## src/sv/irpd_pkg.sv

```systemverilog
// ----------------------------------------------------------------------------
// irpd_pkg - shared types and constants
// Register indexes, reset values, edge kind codes and the structs that pass
// between the blocks of the IR pulse interval decoder.
// ----------------------------------------------------------------------------
package irpd_pkg;

	localparam int INTERVAL_W = 32;
	localparam int CODE_W     = 32;
	localparam int KIND_W     = 2;
	localparam int COUNT_W    = 6;
	localparam int CFG_IDX_W  = 3;
	localparam int CFG_DATA_W = 32;

	localparam logic [COUNT_W-1:0] COUNT_MAX = 6'd63;

	// edge kind codes
	localparam logic [KIND_W-1:0] EDGE_FALL = 2'd0;
	localparam logic [KIND_W-1:0] EDGE_RISE = 2'd1;

	// register indexes
	localparam logic [CFG_IDX_W-1:0] REG_BIT_THRESHOLD = 3'd0;
	localparam logic [CFG_IDX_W-1:0] REG_HEADER_MIN    = 3'd1;
	localparam logic [CFG_IDX_W-1:0] REG_HEADER_MAX    = 3'd2;
	localparam logic [CFG_IDX_W-1:0] REG_FRAME_LEN_A   = 3'd3;
	localparam logic [CFG_IDX_W-1:0] REG_FRAME_LEN_B   = 3'd4;

	// register reset values
	localparam logic [INTERVAL_W-1:0] RST_BIT_THRESHOLD = 32'd14722;
	localparam logic [INTERVAL_W-1:0] RST_HEADER_MIN    = 32'd60433;
	localparam logic [INTERVAL_W-1:0] RST_HEADER_MAX    = 32'd900000;
	localparam logic [COUNT_W-1:0]    RST_FRAME_LEN_A   = 6'd33;
	localparam logic [COUNT_W-1:0]    RST_FRAME_LEN_B   = 6'd35;

	typedef struct packed {
		logic [INTERVAL_W-1:0] bit_threshold;
		logic [INTERVAL_W-1:0] header_min;
		logic [INTERVAL_W-1:0] header_max;
		logic [COUNT_W-1:0]    frame_len_a;
		logic [COUNT_W-1:0]    frame_len_b;
	} cfg_t;

	typedef struct packed {
		logic              valid;
		logic [CODE_W-1:0] code;
	} result_t;

	typedef struct packed {
		logic [1:0] count;
		logic       push;
		logic       pop;
	} queue_stat_t;

endpackage

```

## src/sv/irpd_if.sv

```systemverilog
// ----------------------------------------------------------------------------
// irpd_if - stream channels of the decoder
// Edge event channel and decoded code channel, valid/ready handshake.
// ----------------------------------------------------------------------------
interface irpd_edge_if;
	logic        valid;
	logic        ready;
	logic [1:0]  edge_kind;
	logic [31:0] interval;

	modport source(output valid, output edge_kind, output interval, input ready);
	modport sink(input valid, input edge_kind, input interval, output ready);
endinterface

interface irpd_code_if;
	logic        valid;
	logic        ready;
	logic [31:0] code;

	modport source(output valid, output code, input ready);
	modport sink(input valid, input code, output ready);
endinterface

```

## src/sv/ir_pulse_interval_decoder.sv

```systemverilog
// ----------------------------------------------------------------------------
// ir_pulse_interval_decoder - NEC style IR pulse interval decoder
// Turns timed edge events of an IR receiver into 32-bit key codes.
// ----------------------------------------------------------------------------
// Usage:
//   edge_in carries one word per line edge: edge_kind (falling, rising, or
//   both, which is dropped) and the tick count since the previous edge.
//   code_out carries a 32-bit code whenever the bit count after an edge hits
//   frame_len_a or frame_len_b; most edges give no code. The user must write
//   registers (wr_en/wr_index/wr_data) only while idle; nothing enforces it.
// Timing:
//   One edge word is taken every cycle while edge_in.ready is high. A code
//   passes through the input register and then the output queue before it
//   appears on code_out. The rate is set by the single decode stage.
// Reset:
//   arst_n clears the header flag, shift register and bit count and loads
//   the default thresholds and frame lengths.
// Stall:
//   A two-word output queue holds codes while code_out is stalled; edge_in
//   drops ready only when the queue could otherwise overflow.
// ----------------------------------------------------------------------------
module ir_pulse_interval_decoder (
	input  logic                             clk,
	input  logic                             arst_n,
	input  logic                             wr_en,
	input  logic [irpd_pkg::CFG_IDX_W-1:0]   wr_index,
	input  logic [irpd_pkg::CFG_DATA_W-1:0]  wr_data,
	irpd_edge_if.sink                        edge_in,
	irpd_code_if.source                      code_out
);
	import irpd_pkg::*;

	cfg_t        cfg;
	result_t     res;
	queue_stat_t stat;
	logic [2:0]  level;
	logic        in_take;

	irpd_cfg u_cfg (
		.clk      (clk),
		.arst_n   (arst_n),
		.wr_en    (wr_en),
		.wr_index (wr_index),
		.wr_data  (wr_data),
		.cfg      (cfg)
	);

	// hold off new words when the queue could not take their code
	assign level = {1'b0, stat.count} + 3'(stat.push) - 3'(stat.pop);
	assign edge_in.ready = (level < 3'd2);
	assign in_take = edge_in.valid && edge_in.ready;

	irpd_step u_step (
		.clk         (clk),
		.arst_n      (arst_n),
		.cfg         (cfg),
		.in_take     (in_take),
		.in_kind     (edge_in.edge_kind),
		.in_interval (edge_in.interval),
		.res         (res)
	);

	irpd_outq u_outq (
		.clk      (clk),
		.arst_n   (arst_n),
		.res      (res),
		.code_out (code_out),
		.stat     (stat)
	);

	a_no_overflow: assert property (@(posedge clk) disable iff (!arst_n)
		stat.count != 2'd3)
		else $error("output queue overflow");

	a_push_room: assert property (@(posedge clk) disable iff (!arst_n)
		res.valid |-> (stat.count != 2'd2 || stat.pop))
		else $error("code pushed into a full queue");

	a_take_room: assert property (@(posedge clk) disable iff (!arst_n)
		in_take |=> (stat.count != 2'd2 || stat.pop || !res.valid))
		else $error("edge accepted without room for its code");

endmodule

```

## src/sv/irpd_cfg.sv

```systemverilog
// ----------------------------------------------------------------------------
// irpd_cfg - configuration registers
// Holds the thresholds and frame lengths; writes beyond the list are dropped.
// ----------------------------------------------------------------------------
module irpd_cfg (
	input  logic                             clk,
	input  logic                             arst_n,
	input  logic                             wr_en,
	input  logic [irpd_pkg::CFG_IDX_W-1:0]   wr_index,
	input  logic [irpd_pkg::CFG_DATA_W-1:0]  wr_data,
	output irpd_pkg::cfg_t                   cfg
);
	import irpd_pkg::*;

	cfg_t cfg_q;

	always_ff @(posedge clk or negedge arst_n) begin
		if (!arst_n) begin
			cfg_q.bit_threshold <= RST_BIT_THRESHOLD;
			cfg_q.header_min    <= RST_HEADER_MIN;
			cfg_q.header_max    <= RST_HEADER_MAX;
			cfg_q.frame_len_a   <= RST_FRAME_LEN_A;
			cfg_q.frame_len_b   <= RST_FRAME_LEN_B;
		end else if (wr_en) begin
			unique case (wr_index)
				REG_BIT_THRESHOLD: cfg_q.bit_threshold <= wr_data[INTERVAL_W-1:0];
				REG_HEADER_MIN:    cfg_q.header_min    <= wr_data[INTERVAL_W-1:0];
				REG_HEADER_MAX:    cfg_q.header_max    <= wr_data[INTERVAL_W-1:0];
				REG_FRAME_LEN_A:   cfg_q.frame_len_a   <= wr_data[COUNT_W-1:0];
				REG_FRAME_LEN_B:   cfg_q.frame_len_b   <= wr_data[COUNT_W-1:0];
				default: ;
			endcase
		end
	end

	assign cfg = cfg_q;

endmodule

```

## src/sv/irpd_step.sv

```systemverilog
// ----------------------------------------------------------------------------
// irpd_step - edge decode stage
// Registers one edge word, then updates the header flag, shift register and
// bit count and flags a finished code in the same cycle.
// ----------------------------------------------------------------------------
module irpd_step (
	input  logic                              clk,
	input  logic                              arst_n,
	input  irpd_pkg::cfg_t                    cfg,
	input  logic                              in_take,
	input  logic [irpd_pkg::KIND_W-1:0]       in_kind,
	input  logic [irpd_pkg::INTERVAL_W-1:0]   in_interval,
	output irpd_pkg::result_t                 res
);
	import irpd_pkg::*;

	logic                  valid_s1;
	logic [KIND_W-1:0]     kind_s1;
	logic [INTERVAL_W-1:0] interval_s1;

	logic               started_q;
	logic [CODE_W-1:0]  shift_q;
	logic [COUNT_W-1:0] count_q;

	logic               live;
	logic               header;
	logic               started_d;
	logic [CODE_W-1:0]  shift_d;
	logic [COUNT_W-1:0] count_d;

	always_ff @(posedge clk or negedge arst_n) begin
		if (!arst_n) begin
			valid_s1 <= 1'b0;
		end else begin
			valid_s1 <= in_take;
		end
	end

	always_ff @(posedge clk) begin
		if (in_take) begin
			kind_s1     <= in_kind;
			interval_s1 <= in_interval;
		end
	end

	always_comb begin
		live      = valid_s1 && (kind_s1 == EDGE_FALL || kind_s1 == EDGE_RISE);
		header    = (kind_s1 == EDGE_RISE) && (interval_s1 > cfg.header_min)
			&& (interval_s1 < cfg.header_max);
		started_d = started_q;
		shift_d   = shift_q;
		count_d   = count_q;
		if (started_q) begin
			shift_d = {shift_q[CODE_W-2:0], interval_s1 > cfg.bit_threshold};
			if (count_q != COUNT_MAX)
				count_d = count_q + COUNT_W'(1);
		end
		// a header restarts the frame after the shift
		if (header) begin
			shift_d   = '0;
			count_d   = '0;
			started_d = 1'b1;
		end
	end

	always_ff @(posedge clk or negedge arst_n) begin
		if (!arst_n) begin
			started_q <= 1'b0;
			shift_q   <= '0;
			count_q   <= '0;
		end else if (live) begin
			started_q <= started_d;
			shift_q   <= shift_d;
			count_q   <= count_d;
		end
	end

	assign res.valid = live && (count_d == cfg.frame_len_a || count_d == cfg.frame_len_b);
	assign res.code  = shift_d;

endmodule

```

## src/sv/irpd_outq.sv

```systemverilog
// ----------------------------------------------------------------------------
// irpd_outq - two-word output queue
// Parts the decode stage from the receiver so edges keep flowing while a
// code waits; reports its fill level for input flow control.
// ----------------------------------------------------------------------------
module irpd_outq (
	input  logic                 clk,
	input  logic                 arst_n,
	input  irpd_pkg::result_t    res,
	irpd_code_if.source          code_out,
	output irpd_pkg::queue_stat_t stat
);
	import irpd_pkg::*;

	logic [1:0]        count_q;
	logic [CODE_W-1:0] head_q;
	logic [CODE_W-1:0] tail_q;
	logic              push;
	logic              pop;

	assign push = res.valid;
	assign pop  = code_out.valid && code_out.ready;

	always_ff @(posedge clk or negedge arst_n) begin
		if (!arst_n) begin
			count_q <= '0;
		end else begin
			count_q <= count_q + 2'(push) - 2'(pop);
		end
	end

	always_ff @(posedge clk) begin
		case ({push, pop})
			2'b10: begin
				if (count_q == 2'd0)
					head_q <= res.code;
				else
					tail_q <= res.code;
			end
			2'b01: head_q <= tail_q;
			2'b11: begin
				if (count_q == 2'd1) begin
					head_q <= res.code;
				end else begin
					head_q <= tail_q;
					tail_q <= res.code;
				end
			end
			default: ;
		endcase
	end

	assign code_out.valid = (count_q != 2'd0);
	assign code_out.code  = head_q;

	assign stat.count = count_q;
	assign stat.push  = push;
	assign stat.pop   = pop;

endmodule

```

## src/flat_wrapper.sv

```systemverilog
// flat-port wrapper written by rule: the top's interface ports become plain ports
module ir_pulse_interval_decoder_flat import irpd_pkg::*;
  (clk, arst_n, wr_en, wr_index, wr_data, edge_in_valid, edge_in_edge_kind, edge_in_interval, edge_in_ready, code_out_valid, code_out_code, code_out_ready);
  irpd_edge_if edge_in_i ();
  irpd_code_if code_out_i ();
  input  logic clk;
  input  logic arst_n;
  input  logic wr_en;
  input  logic [irpd_pkg::CFG_IDX_W-1:0] wr_index;
  input  logic [irpd_pkg::CFG_DATA_W-1:0] wr_data;
  input wire logic [$bits(edge_in_i.valid)-1:0] edge_in_valid;
  input wire logic [$bits(edge_in_i.edge_kind)-1:0] edge_in_edge_kind;
  input wire logic [$bits(edge_in_i.interval)-1:0] edge_in_interval;
  output wire logic [$bits(edge_in_i.ready)-1:0] edge_in_ready;
  output wire logic [$bits(code_out_i.valid)-1:0] code_out_valid;
  output wire logic [$bits(code_out_i.code)-1:0] code_out_code;
  input wire logic [$bits(code_out_i.ready)-1:0] code_out_ready;
  assign edge_in_i.valid = edge_in_valid;
  assign edge_in_i.edge_kind = edge_in_edge_kind;
  assign edge_in_i.interval = edge_in_interval;
  assign edge_in_ready = edge_in_i.ready;
  assign code_out_valid = code_out_i.valid;
  assign code_out_code = code_out_i.code;
  assign code_out_i.ready = code_out_ready;
  ir_pulse_interval_decoder u_core (.clk(clk), .arst_n(arst_n), .wr_en(wr_en), .wr_index(wr_index), .wr_data(wr_data), .edge_in(edge_in_i), .code_out(code_out_i));
endmodule
```

## config.mk

```make
export PLATFORM = sky130hd
export DESIGN_NAME = ir_pulse_interval_decoder_flat
export DESIGN_NICKNAME = d
export VERILOG_FILES = /design/src/sv/irpd_pkg.sv /design/src/sv/irpd_if.sv /design/src/sv/ir_pulse_interval_decoder.sv /design/src/sv/irpd_cfg.sv /design/src/sv/irpd_step.sv /design/src/sv/irpd_outq.sv /design/src/flat_wrapper.sv
export SDC_FILE = /design/constraint.sdc
export NUM_CORES = 1
export LEC_CHECK = 0
export ABC_CLOCK_PERIOD_IN_PS = 5240
export BUFFER_PORTS_ARGS = -buffer_cell sky130_fd_sc_hd__buf_2
export CAP_MARGIN = 30
export CORE_UTILIZATION = 25
export DETAILED_ROUTE_END_ITERATION = 8
export GPL_TIMING_DRIVEN = 1
export PLACE_DENSITY_LB_ADDON = 0.05
export SYNTH_ARGS = -nofsm -noshare
export SYNTH_HDL_FRONTEND = slang
export SYNTH_SLANG_ARGS = --single-unit
```

## constraint.sdc

```tcl
create_clock -name clk -period 5.24 [get_ports clk]
set_clock_uncertainty 0.15 [all_clocks]
set_input_delay 0.262 -clock clk [delete_from_list [all_inputs] [get_ports clk]]
set_output_delay 0.262 -clock clk [all_outputs]
set_load 0.03 [all_outputs]
```

# Yosys cells after proc, flatten, opt, wreduce, memory -nomap -nowiden
# Index checks and enable logic that the tools add are counted.
totals:
  reg_bits: 248
  in_bits: 74
  output_inout_bits: 34
  word_cells: 71
op_classes:
  addsub: 5
  n_lt_le_gt_ge: 4
  n_eq_ne: 15
  mux: 11
  reduce_logical: 22
ops:
  columns: ["operator", "n"]
  rows:
  - ["$mux 32", 6]
  - ["$pmux 32 s3", 1]
  - ["$gt 32x32->1", 2]
  - ["$pmux 32 s2", 1]
  - ["$lt 32x32->1", 1]
  - ["$mux 6", 3]
  - ["$reduce_and 2->1", 7]
  - ["$eq 6x6->1", 2]
  - ["$add 6x1->6 const B", 1]
  - ["$eq 2x1->1 const B", 3]
  - ["$eq 3x2->1 const B", 2]
  - ["$logic_and 1x1->1", 6]
  - ["$ne 2x2->1 const B", 3]
  - ["$ne 6x6->1 const B", 1]
  - ["$eq 2x2->1 const B", 2]
  - ["$logic_not 2->1", 2]
  - ["$reduce_bool 2->1", 2]
  - ["$add 2x1->3", 1]
  - ["$eq 3x1->1 const B", 1]
  - ["$eq 3x3->1 const B", 1]
  - ["$logic_not 3->1", 1]
  - ["$lt 3x2->1 const B", 1]
  - ["$reduce_and 3->1", 1]
  - ["$reduce_bool 3->1", 1]
  - ["4 further kinds", 5]

# Logic depth before layout (Yosys ltp)
# Gate-level depths: netlist (run 1).
depth:
  depth_word: 11
  ltp_mapped: 20
  mapped_depth_nobuf: 18

# Modules after synthesis
# From an unflattened synthesis (run 1), not the netlist that was laid out.
unflattened:
  cells_unflattened: 1006
  area_unflattened_um2: 12684.7
modules_own_cells:
  columns: ["module", "n_inst", "cells_per_inst", "area_per_inst_um2", "seq_area_each_um2"]
  rows:
  - ["irpd_step", 1, 650, 5881.9, 2021.9]
  - ["irpd_cfg", 1, 233, 4134.0, 2738.9]
  - ["irpd_outq", 1, 116, 2605.0, 1971.9]
  - ["ir_pulse_interval_decoder", 1, 7, 63.8, 0.0]

# Least setup slack after synthesis (run 1)
# OpenSTA, ideal clock, no wires.
synth_path:
  kind: "register -> register"
  from: "reg u_core.u_cfg.cfg_q (netlist bit u_core.u_cfg.cfg[58])"
  to: "reg u_core.u_step.interval_s1[0] (enable)"
  setup_time_ns: 0.395
  t_arrival_ns: 4.709
  required_ns: 4.695
  path_slack_ns: -0.014
  stages_incl_launch_ff: 19
  n_path_buf: 0
  synth_period_minus_slack_ns: 5.254
  cell_sequence: "dfstp_2 inv_1 ha_1 a21oi_1 nand2_1 a221o_1 o31ai_1 a41oi_1 o21a_2 or4_1 a22oi_1 o21ai_0 ha_1 inv_1 ha_1 inv_1 fa_1 xnor2_1 and3_1"
synth_between:
  elab_chain_cells: 11
  elab_cells_between_ends: 12
  cone_classes: "add/sub: 2; order compare: 2; eq/ne: 2; mux: 1; reduce/logical: 5"
synth_rtl:
  columns: ["item", "line_no", "text"]
  rows:
  - ["from (decl)", "irpd_cfg.sv:15", "cfg_t cfg_q;"]
  - ["$gt 32x32->1 (*)", "irpd_step.sv:48", "header = (kind_s1 == EDGE_RISE) && (interval_s1 > cfg.header_min)"]
  - ["$logic_and 1x1->1 (*)", "irpd_step.sv:48", null]
  - ["$logic_and 1x1->1 (*)", "irpd_step.sv:49", "&& (interval_s1 < cfg.header_max);"]
  - ["$mux 6 (*)", "irpd_step.sv:59", "if (header) begin"]
  - ["$eq 6x6->1", "irpd_step.sv:78", "assign res.valid = live && (count_d == cfg.frame_len_a || count_d == cfg.frame_len_b);"]
  - ["$logic_or 1x1->1 (*)", "irpd_step.sv:78", null]
  - ["$logic_and 1x1->1 (*)", "irpd_step.sv:78", null]
  - ["$add 2x1->3 (*)", "ir_pulse_interval_decoder.sv:49", "assign level = {1'b0, stat.count} + 3'(stat.push) - 3'(stat.pop);"]
  - ["$sub 3x1->3 (*)", "ir_pulse_interval_decoder.sv:49", null]
  - ["$lt 3x2->1 (*)", "ir_pulse_interval_decoder.sv:50", "assign edge_in.ready = (level < 3'd2);"]
  - ["$logic_and 1x1->1 (*)", "ir_pulse_interval_decoder.sv:51", "assign in_take = edge_in.valid && edge_in.ready;"]
  - ["named net u_core.in_take", "ir_pulse_interval_decoder.sv:37", "logic in_take;"]
  - ["to (signal assigned)", "irpd_step.sv:42", "interval_s1 <= in_interval;"]
  - ["to (decl)", "irpd_step.sv:19", "logic [INTERVAL_W-1:0] interval_s1;"]
# Mark *: on every way through the listed nets, which the timed path passes. The rest lies on a longest branch.
# A chain may end at the register's enable or synchronous reset.

# Final worst setup path (run 1)
layout_path:
  from: "reg u_core.u_cfg.cfg_q (netlist bit u_core.u_cfg.cfg[58])"
  to: "out edge_in_ready"
layout_between:
  elab_chain_cells: 10
  elab_cells_between_ends: 11
  cone_classes: "add/sub: 2; order compare: 2; eq/ne: 2; mux: 1; reduce/logical: 4"
layout_rtl:
  columns: ["item", "line_no", "text"]
  rows:
  - ["$gt 32x32->1 (*)", "irpd_step.sv:48", null]
  - ["$logic_and 1x1->1 (*)", "irpd_step.sv:48", null]
  - ["$logic_and 1x1->1 (*)", "irpd_step.sv:49", null]
  - ["$mux 6 (*)", "irpd_step.sv:59", null]
  - ["$eq 6x6->1", "irpd_step.sv:78", null]
  - ["$logic_or 1x1->1 (*)", "irpd_step.sv:78", null]
  - ["$logic_and 1x1->1 (*)", "irpd_step.sv:78", null]
  - ["$add 2x1->3 (*)", "ir_pulse_interval_decoder.sv:49", null]
  - ["$sub 3x1->3 (*)", "ir_pulse_interval_decoder.sv:49", null]
  - ["$lt 3x2->1 (*)", "ir_pulse_interval_decoder.sv:50", null]
  - ["to (decl)", "flat_wrapper.sv:14", "output wire logic [$bits(edge_in_i.ready)-1:0] edge_in_ready;"]
# Every way passes the cells marked *; elsewhere a longest branch is shown, timed or not.

==> results of run 1 <==
-- worst register-to-register path: cells and delay by family, from the launching register on --
kind                     cells  cell delay [ps]
AND/OR/NAND/NOR              3              650
adder cells (fa/ha/maj)      4             1230
flip-flops                   1              510
AO/OA/AOI/OAI                7             1160
buffers and inverters        7              760
-- area by class of cell --
cell class | count | area (sq um) | area share
antenna | 1 | 2.50 | 0.000154
clock buffer | 50 | 1000 | 0.0615
clock inverter | 10 | 153 | 0.00936
inverter | 102 | 383 | 0.0235
multi-input combinational | 812 | 5530 | 0.339
sequential | 248 | 6730 | 0.413
tap | 672 | 841 | 0.0516
timing repair buffer | 224 | 1650 | 0.101
-- power groups by stage --
stage	Sequential, W	Clock (W)	Combinational (W)
4_1_cts	0.00268	0.00252	0.00234
6_report	0.00267	0.00241	0.00237
2_1_floorplan	0.00280	0	0.00129
3_3_place_gp	0.00272	0	0.00223
5_1_grt	0.00272	0.00258	0.00269
3_5_place_dp	0.00272	0	0.00221
-- metrics by stage --
step	total power [W]	setup slack (ps)	TNS, ps
CTS	0.00754	27.4	0
global route	0.00799	-78.5	-78.5
detailed placement	0.00493	49.1	0
floorplan	0.00409	348	0
global placement	0.00494	41.0	0
finish	0.00745	166	0
-- kinds of logic after synthesis --
family,Yosys count,share of synthesized area
AND/OR/NAND/NOR,381,0.135
AO/OA/AOI/OAI,272,0.139
XOR/XNOR,10,0.00690
multiplexers,48,0.0392
flip-flops,248,0.530
buffers and inverters,162,0.0494
adder cells (fa/ha/maj),101,0.100
-- cells in the mapped netlist (14+ instances only) --
cell type  instances  area, sq um
nand2_1          218          818
dfrtp_1          121         3030
o21ai_0          120          601
inv_1            102          383
ha_1             100         1250
edfxtp_1          98         2940
clkbuf_1          51          191
nor2_1            51          191
a21oi_1           41          205
and3_1            36          225
mux2i_1           34          340
a221o_1           31          310
a22o_1            31          272
dfstp_2           29          762
nand4_1           21          131
a21o_1            14          105
mux2_2            14          158
-- routing by layer --
metal / global-route usage / up-vias / wire, um
met2: 0.245 / 134 / 17100
met1: 0.191 / 4490 / 17100
met5: 0 / - / 17
met4: 0.0446 / 2 / 703
li1: - / 4741 / -
met3: 0.0248 / 48 / 1230
-- registers in the layout, indices dropped and copies added, names as in the netlist --
| name | count |
|---|---|
| u_core.u_step.interval_s1 | 32 |
| u_core.u_step.valid_s1 | 1 |
| u_core.u_step.kind_s1 | 2 |
| u_core.u_outq.count_q | 2 |
| u_core.u_step.shift_q | 32 |
| u_core.u_outq.code_out.code | 32 |
| u_core.u_step.count_q | 6 |
| u_core.u_step.started_q | 1 |
| u_core.u_cfg.cfg | 108 |
| u_core.u_outq.tail_q | 32 |
-- worst min-delay path by stage --
stage / from / endpoint / slack, ps / depth (start not counted)
after floorplan: arst_n / u_core.u_cfg.cfg[100] / -180 / 0
after global placement: arst_n / u_core.u_step.shift_q[21] / 210 / 1
after detailed placement: arst_n / u_core.u_step.shift_q[21] / 220 / 1
after CTS: wr_index[2] / u_core.u_cfg.cfg[30] / 6 / 4
after global routing: wr_index[2] / u_core.u_cfg.cfg[30] / 50 / 4
final: wr_index[2] / u_core.u_cfg.cfg[30] / 30 / 4
-- repair_timing --
action                                 in CTS  in global routing
hold buffers                               71                  0
setup endpoints to repair                   1                  1
endpoints found under the hold margin     196                  0
resized for setup                          17                 12
setup buffers                               8                  8
pin swaps                                  12                 11
-- cell usage in the layout, fill, tap and decap left out, drive strengths merged, types with 3 or more instances in the layout --
master,instances
a211oi,3
a21o,14
a21oi,41
a221o,31
a22o,31
a31oi,3
and2,3
and3,36
buf,153
bufinv,4
clkbuf,50
clkinv,5
dfrtp,121
dfstp,29
dlygate4sd3,71
edfxtp,98
ha,100
inv,103
mux2,14
mux2i,34
nand2,218
nand2b,3
nand3,11
nand4,21
nor2,51
nor2b,8
nor3,8
nor4,6
o211ai,3
o21a,7
o21ai,120
o31ai,6
or2,3
or4,3
xnor2,7
xor2,3
==> results by group, run 1 <==
Status
  • Status: finished clean

Die
  • Core area: 50200 sq um
  • # IOs: between 100 and 150
  • Die area: ~52000 sq um
  • Die X: ~230 um
  • Chip height: between 200 and 250 um
  • Initial Utilization: 0.253
  • # rows: 82

STA
  • Tcrit/Tclk final: 0.968
  • Worst-Margin Slew: between 900 and 1000 ps
  • Final setup fails: 0
  • Hold Slack: between 30 and 40 ps
  • Unrepaired setup endpoints after global routing: true
  • Slew headroom: 0.362
  • Final Hold Vio Count: 0
  • Fin. max-slew vios: 0
  • Final Critical Period: 5070 ps
  • Max Clock Freq: roughly 200 MHz

Clock tree
  • CTS tree: yes
  • Clk_lat worst skew: about 540 ps
  • H-tree levels: 2
  • CTS Root Cell: clkbuf_16
  • Clk buf depth: 3
  • Clock sink total: around 250
  • CTS clk-pin slew, worst paths: approximately 60 ps
  • Num CTS Buffers: 34

Critical path
  • Worst R2R Setup Slack: ~470 ps
  • Crit path max fanout: 4
  • WP data arrival: between 4000 and 5000 ps
  • CP Class: flip-flop to output port
  • CP required: 4830 ps
  • Worst Setup EP: edge_in_ready
  • R2r endpoint: u_core.u_step.interval_s1[4]
  • Startpoint class of the critical path: flip-flop
  • Crit. path cell count: 21
  • Max incr delay on CP: between 500 and 600 ps
  • Cells along the critical path: inv_1 -> ha_4 -> nand4_1 -> buf_4 -> nor4_4 -> a21boi_4 -> o31ai_4 -> a41oi_2 -> o21a_2 -> buf_4 -> buf_4 -> o21a_1 -> o211a_1 -> o21ai_1 -> ha_1 -> inv_1 -> ha_1 -> inv_1 -> fa_2 -> and2_4 -> buf_6
  • Crit path max-delay family: adder cells
  • WP buf/inv: 7
  • Crit path max-delay cell type: fa_2
  • Reg2Reg Depth: 21
  • Reg-to-Reg Start: u_core.u_cfg.cfg[58]
  • Setup crit start: u_core.u_cfg.cfg[58]
  • CP endpoint kind: output port

Pwr
  • Combinational power share: 0.318
  • Sw Ratio: 0.342
  • Pwr dens: ~460 nW/um^2
  • Psw: 0.00255 W
  • Pleak: around 7.3 nW
  • Clock share of power: 0.324
  • Sequential Power Share: 0.358
  • Worst VDD drop: 0.182 mV
  • Internal Power: ~0.0049 W

GRT
  • Vias in the first global route: 9580
  • Antenna violations before repair: 3
  • Largest net degree at the start of global routing: 77
  • All-layer global routing usage: 0.146
  • Grt ovf: 0
  • First-pass GRT wire length: between 50000 and 60000 um

Placement
  • Placed Cells incl. Taps: roughly 2k
  • Dpl hpwl: about 24000 um
  • # port buffers: approximately 110
  • Routability Congestion: approximately 0.77
  • DP Area: approximately 14000 sq um

Route
  • Final ANT Viol Nets: 0
  • WL per Instance: 17.0 um
  • Vias/cell: around 4.4
  • Remaining DRCs: 0
  • Drt first-iter violations: 398
  • Drt pass-1 iters: 4
  • Via count: 9415
  • Routed wire length: ~36000 um

Hold path
  • Worst Hold Class: primary input to flip-flop

Synthesis
  • Synthesis-stage register bit count: approximately 250
  • Cell Area, Synth: 12700 sq um
  • Warnings from Yosys: 0
  • Unique masters post-synth: between 50 and 60
  • Post-Synthesis Cells: ~1.2k
  • Post-synthesis area per instance: 10.4 sq um
  • EDFF count, synth: 98
  • Synth async-reset ratio: 0.605
  • Seq/Total Area, Yosys: 0.530
  • Syn Nets: 1397
  • Ys flop type: dfrtp_1

Finish
  • Fill cell count: ~5.2k
  • Non-Filler Instances: 2119
  • Core Util, Final: 0.325
  • P&R area growth vs syn: 28.4%
  • Final Cell Area: around 16000 sq um
  • Final-stage net count: 1597
  • Share of cells above drive strength 1: 0.192

Job
  • Max Cap Viol: 0
Power figures use the tool's default switching activity.
==> run 2: changes to the inputs <==
--- a/config.mk
+++ b/config.mk
@@ -10,8 +10,8 @@
 export CAP_MARGIN = 30
 export CORE_UTILIZATION = 25
 export DETAILED_ROUTE_END_ITERATION = 8
-export GPL_TIMING_DRIVEN = 1
 export PLACE_DENSITY_LB_ADDON = 0.05
+export SETUP_SLACK_MARGIN = 0.3
 export SYNTH_ARGS = -nofsm -noshare
 export SYNTH_HDL_FRONTEND = slang
 export SYNTH_SLANG_ARGS = --single-unit
==> results by group, run 2 (synthesized netlist as in run 1, its figures left out) <==
Clock tree
  • CTS clk-pin slew, worst paths: 60 ps (about the same)
  • Clock sink total: 248 (unchanged)
  • Num CTS Buffers: 34 (unchanged)
  • Clk buf depth: 3 (unchanged)
  • CTS Root Cell: clkbuf_16
  • Clk_lat worst skew: 540 ps (about the same)
  • CTS tree: yes
  • H-tree levels: 2 (unchanged)

STA
  • Max Clock Freq: 197 MHz (-0.14%)
  • Final setup fails: 0 (unchanged)
  • Slew headroom: 0.368 (+0.00613)
  • Fin. max-slew vios: 0 (unchanged)
  • Worst-Margin Slew: 946 ps (-9.18 ps)
  • Final Critical Period: 5080 ps (+7.19 ps)
  • Final setup TNS: 0 ps (unchanged)
  • Hold Slack: 32.9 ps (+0.798 ps)
  • Unrepaired setup endpoints after global routing: true
  • Tcrit/Tclk final: 0.970 (+0.00137)
  • Final Hold Vio Count: 0 (unchanged)

Finish
  • Reg area: 6730 sq um (unchanged)
  • Multi-input gate area: 5580 sq um (+0.95%)
  • Highest-count cells in the layout ignoring fill and taps: nand2_1, dfrtp_1, o21ai_0, buf_2, inv_1
  • Commonest non-fill, non-tap cell in the layout: nand2_1
  • P&R area growth vs syn: 29.2%
  • Max reg flops: 108 (unchanged)
  • Non-Filler Instances: 2125 (+0.28%)
  • Share of cells above drive strength 1: 0.202 (+0.0102)
  • Final-stage net count: 1603 (+0.38%)
  • Fill cell count: 5146 (-0.17%)
  • Core Util, Final: 0.327 (+0.00194)

GRT
  • First-pass GRT wire length: 57400 um (+0.19%)
  • Grt ovf: 0 (unchanged)
  • Vias in the first global route: 9618 (+0.40%)
  • Antenna violations before repair: 3 (unchanged)
  • All-layer global routing usage: 0.146 (+0.000278)
  • Largest net degree at the start of global routing: 77 (unchanged)

Die
  • # IOs: 108 (unchanged)
  • Die X: 227 um (unchanged)
  • Chip height: 227 um (unchanged)
  • Core area: 50200 sq um (unchanged)
  • # rows: 82 (unchanged)
  • Die area: 51700 sq um (unchanged)
  • Initial Utilization: 0.253 (unchanged)

Status
  • Status: finished clean

Critical path
  • Crit path max-delay cell type: fa_2
  • Startpoint class of the critical path: flip-flop
  • Crit path max-delay family: adder cells
  • CP endpoint kind: output port
  • WP buf/inv: 7 (unchanged)
  • CP required: 4830 ps (about the same)
  • Most used cell, CP: buf_4
  • Cells along the critical path: inv_2 -> ha_4 -> nand4_1 -> buf_4 -> nor4_4 -> a21boi_4 -> o31ai_4 -> a41oi_2 -> o21a_2 -> buf_4 -> buf_4 -> o21a_1 -> o211a_1 -> o21ai_1 -> ha_1 -> inv_1 -> ha_2 -> inv_2 -> fa_2 -> and2_4 -> buf_6
  • Crit path max fanout: 4 (unchanged)
  • Max incr delay on CP: 530 ps (about the same)
  • WP data arrival: 4670 ps (about the same)
  • CP Class: flip-flop to output port

Job
  • Max Cap Viol: 0 (unchanged)

Route
  • Drt first-iter violations: 435 (+9.3%)
  • Drt pass-1 iters: 5 (+1)
  • Via count: 9427 (+0.13%)
  • Remaining DRCs: 0 (unchanged)
  • Routed wire length: 36100 um (about the same)
  • Final ANT Viol Nets: 0 (unchanged)
  • Vias/cell: 4.44 (-0.16%)
  • WL per Instance: 17.0 um (-0.25%)

Placement
  • Routability Congestion: 0.769 (unchanged)
  • Placed Cells incl. Taps: 1971 (unchanged)
  • Dpl hpwl: 23900 um (unchanged)
  • # port buffers: 107 (unchanged)

Hold path
  • Worst Hold Class: primary input to flip-flop

Pwr
  • Pwr dens: 457 nW/um^2 (about the same)
  • Worst VDD drop: 0.181 mV (-0.19%)
  • Pleak: 7.28 nW (+0.41%)
-- run 2: per-layer routing --
metal  up-vias  track usage  wire, um
met3        47       0.0248      1250
met2       148        0.246     17200
met5         -            0        10
met4         2       0.0446       696
li1       4752            -         -
met1      4478        0.191     17000
-- run 2: final timing paths --
kind | slack (ps) | cells after the start | to | from
setup / recovery | 160 | 21 | edge_in_ready | u_core.u_cfg.cfg[58]
hold / removal | 30 | 4 | u_core.u_cfg.cfg[30] | wr_index[2]
setup reg to reg | 470 | 21 | u_core.u_step.interval_s1[4] | u_core.u_cfg.cfg[58]
hold reg to reg | 340 | 2 | u_core.u_step.shift_q[31] | u_core.u_step.shift_q[31]
max in group asynchronous | 3790 | 3 | u_core.u_cfg.cfg[28] | arst_n
min in group asynchronous | 180 | 2 | u_core.u_step.shift_q[21] | arst_n
-- run 2: tightest hold or removal path, delay by kind of cell --
family | cells | cell delay [ps]
and+or+nand+nor | 2 | 190
AOI/OAI and AO/OA | 1 | 80
buffers and inverters | 1 | 170
-- run 2: repair_timing --
item / in CTS / in global routing
resized for setup: 27 / 12
hold buffers: 71 / 0
buffers inserted: 13 / 9
hold endpoints to repair: 196 / 0
pin swaps: 19 / 17
endpoints found under the setup margin: 35 / 35
-- run 2: layout make-up --
cell class / count / share of cell area
tap: 672 / 0.0513
sequential: 248 / 0.411
timing repair buffer: 230 / 0.104
clock buffer: 50 / 0.0611
antenna: 1 / 0.000153
multi-input combinational: 812 / 0.341
clock inverter: 10 / 0.00931
inverter: 102 / 0.0233
-- run 2: stage by stage --
step	worst slack (ps)	instance area [sq um]	total power [W]
final	159	16400	0.00750
after global routing	-60.4	16400	0.00804
after CTS	64.6	16300	0.00761
after detailed placement	49.1	14200	0.00493
after global placement	41.0	14200	0.00494
after floorplan	348	12700	0.00409
-- run 2: where the power goes --
group | internal, W | leakage (nW) | total [W] | switching [W]
combinational | 0.000939 | 3.91 | 0.00241 | 0.00147
clock | 0.00152 | 0.569 | 0.00242 | 0.000898
sequential | 0.00247 | 2.80 | 0.00267 | 0.000196
==> run 3: changes to the inputs <==
--- a/config.mk
+++ b/config.mk
@@ -5,10 +5,13 @@
 export SDC_FILE = /design/constraint.sdc
 export NUM_CORES = 1
 export LEC_CHECK = 0
+export ABC_AREA = 0
 export ABC_CLOCK_PERIOD_IN_PS = 5240
 export BUFFER_PORTS_ARGS = -buffer_cell sky130_fd_sc_hd__buf_2
 export CAP_MARGIN = 30
+export CORE_MARGIN = 5
 export CORE_UTILIZATION = 25
+export CTS_BUF_LIST = sky130_fd_sc_hd__clkbuf_2
 export DETAILED_ROUTE_END_ITERATION = 8
 export PLACE_DENSITY_LB_ADDON = 0.05
 export SETUP_SLACK_MARGIN = 0.3
==> results by group, run 3 (synthesized netlist as in run 1, its figures left out) <==
Die
  • Die area: 55400 sq um (+7.2%)
  • Chip height: 235 um (+3.5%)
  • Initial Utilization: 0.253 (unchanged)
  • Die X: 235 um (+3.5%)
  • # IOs: 108 (unchanged)
  • # rows: 82 (unchanged)
  • Core area: 50200 sq um (unchanged)

Critical path
  • Crit path max fanout: 3 (-1)
  • Reg2Reg Depth: 33 (+57%)
  • Worst R2R Setup Slack: -180 ps (-650 ps)
  • Crit path max-delay cell type: dfstp_2
  • CP endpoint kind: output port
  • WP data arrival: 5060 ps (+390 ps)
  • Most used cell, CP: buf_6
  • R2r endpoint: u_core.u_outq.code_out.code[3]
  • Max incr delay on CP: 520 ps (about the same)
  • Startpoint class of the critical path: flip-flop
  • Reg-to-Reg Start: u_core.u_cfg.cfg[58]
  • CP Class: flip-flop to output port
  • CP required: 4830 ps (about the same)
  • Cells along the critical path: inv_1 -> ha_4 -> nand4_1 -> buf_4 -> nor4_4 -> a21boi_2 -> o31ai_2 -> a41oi_2 -> buf_4 -> buf_6 -> buf_6 -> nor2_1 -> o22ai_2 -> o211a_1 -> o21ai_1 -> ha_1 -> inv_1 -> ha_1 -> inv_2 -> fa_2 -> xnor2_2 -> and2_4 -> buf_6

Clock tree
  • CTS Root Cell: clkbuf_2
  • CTS tree: yes
  • Clk buf depth: 3 (unchanged)
  • CTS clk-pin slew, worst paths: 90 ps (+30 ps)
  • Clock sink total: 248 (unchanged)
  • H-tree levels: 3 (+1)
  • Clk_lat worst skew: 1020 ps (+480 ps)
  • Num CTS Buffers: 79 (+130%)

Finish
  • Highest-count cells in the layout ignoring fill and taps: nand2_1, dlygate4sd3_1, clkbuf_2, dfrtp_1, o21ai_0
  • Final-stage net count: 1747 (+9.0%)
  • Reg area: 6730 sq um (unchanged)
  • Max reg flops: 108 (unchanged)
  • Fill cell count: 5150 (+0.078%)
  • Share of cells above drive strength 1: 0.244 (+0.0420)
  • Commonest non-fill, non-tap cell in the layout: nand2_1
  • Core Util, Final: 0.341 (+0.0144)
  • Non-Filler Instances: 2313 (+8.8%)
  • P&R area growth vs syn: 34.9%
  • Multi-input gate area: 5590 sq um (+0.18%)

STA
  • Tcrit/Tclk final: 1.04 (+0.0737)
  • Fin. max-slew vios: 0 (unchanged)
  • Setup WS post-layout: -227 ps (-386 ps)
  • Final setup fails: 33 (+33)
  • Final Critical Period: 5470 ps (+386 ps)
  • Max Clock Freq: 183 MHz (-7.1%)
  • Slew headroom: 0.477 (+0.109)
  • Final Hold Vio Count: 0 (unchanged)
  • Unrepaired setup endpoints after global routing: true
  • Worst-Margin Slew: 784 ps (-162 ps)

GRT
  • First-pass GRT wire length: 61600 um (+7.4%)
  • Largest net degree at the start of global routing: 64 (-17%)
  • Grt ovf: 0 (unchanged)
  • Antenna violations before repair: 5 (+2)
  • Vias in the first global route: 11.0k (+14%)
  • All-layer global routing usage: 0.140 (-0.00616)

Route
  • Via count: 10.3k (+9.2%)
  • Remaining DRCs: 0 (unchanged)
  • WL per Instance: 17.0 um (+0.11%)
  • Vias/cell: 4.45 (+0.29%)
  • Final ANT Viol Nets: 0 (unchanged)
  • Routed wire length: 39400 um (+9.0%)
  • Drt pass-1 iters: 5 (unchanged)
  • Drt first-iter violations: 505 (+16%)

Placement
  • # port buffers: 107 (unchanged)
  • Dpl hpwl: 24900 um (+4.3%)
  • Placed Cells incl. Taps: 1972 (+0.051%)
  • Routability Congestion: 0.748 (-2.7%)

Pwr
  • Pwr dens: 412 nW/um^2 (-9.8%)
  • Worst VDD drop: 0.190 mV (+4.9%)
  • Clock share of power: 0.238 (-0.084)
  • Combinational power share: 0.383 (+0.062)
  • Pleak: 7.78 nW (+6.8%)
  • Sw Ratio: 0.380 (+0.0375)
  • Internal Power: 0.00438 W (-11%)
  • Sequential Power Share: 0.379 (+0.023)
  • Psw: 0.00268 W (+4.5%)

Status
  • Failing checks: negative setup slack
  • Status: finished with violations

Job
  • Max Cap Viol: 0 (unchanged)

Hold path
  • Worst Hold Class: primary input to async pin
## run 3: routing by layer
metal  vias to the layer above  track usage  wire length [um]  part of all wire
met5                         -            0                 0                 0
met1                      4898        0.177             18000              0.46
met4                         0       0.0482              1080             0.027
met2                       209        0.235             18400              0.47
met3                        83       0.0357              1840             0.047
li1                       5101            -                 -                 -
## run 3: area by class of cell
cell class,instances,share of cell area
diodes,5,0.000731
clock buffers,131,0.0383
clock inverters,14,0.00614
inverters,102,0.0224
multi-input cells,812,0.327
flip-flops and latches,248,0.393
well taps,672,0.0491
repair buffers,329,0.163
## run 3: worst max-delay path, delay by kind of cell, from the launching register on
kind	cells	cell delay (ps)
xor+xnor	1	170
compound gates	6	970
fa+ha+maj	4	1100
buf+inv	8	770
simple gates	4	530
flops	1	520
## run 3: worst max-delay path by stage
stage	endpoint	slack [ps]	startpoint	cells after the start
final	edge_in_ready	-230	u_core.u_cfg.cfg[58]	23
after global routing	edge_in_ready	-650	u_core.u_step.interval_s1[18]	19
after CTS	edge_in_ready	-460	u_core.u_cfg.cfg[54]	19
after detailed placement	u_core.u_step.interval_s1[7]	110	u_core.u_cfg.cfg[55]	20
after global placement	u_core.u_step.interval_s1[7]	200	u_core.u_cfg.cfg[55]	20
after floorplan	u_core.u_step.interval_s1[0]	350	u_core.u_cfg.cfg[58]	18
## run 3: timing repair
action	CTS	global route
endpoints found under the hold margin	314	0
setup buffers	28	8
pin swaps	19	9
hold buffers	152	0
setup endpoints to repair	35	53
resized for setup	53	14
gates cloned	0	3
## run 3: power groups by stage
stage / Clock (W) / Combinational, W / Sequential (W)
2_1_floorplan: 0 / 0.00129 / 0.00280
3_3_place_gp: 0 / 0.00222 / 0.00271
3_5_place_dp: 0 / 0.00222 / 0.00272
4_1_cts: 0.00179 / 0.00262 / 0.00268
5_1_grt: 0.00189 / 0.00302 / 0.00272
6_report: 0.00168 / 0.00271 / 0.00267
## run 3: stage by stage
stage / hold WS, ps / power [W] / setup WS [ps] / setup TNS, ps / area (sq um)
after global placement: 204 / 0.00494 / 201 / 0 / 14200
final: 268 / 0.00706 / -227 / -4810 / 17100
after floorplan: -184 / 0.00409 / 348 / 0 / 12700
after CTS: 118 / 0.00710 / -457 / -457 / 16900
after global routing: 105 / 0.00763 / -654 / -11910 / 17100
after detailed placement: 216 / 0.00494 / 115 / 0 / 14200
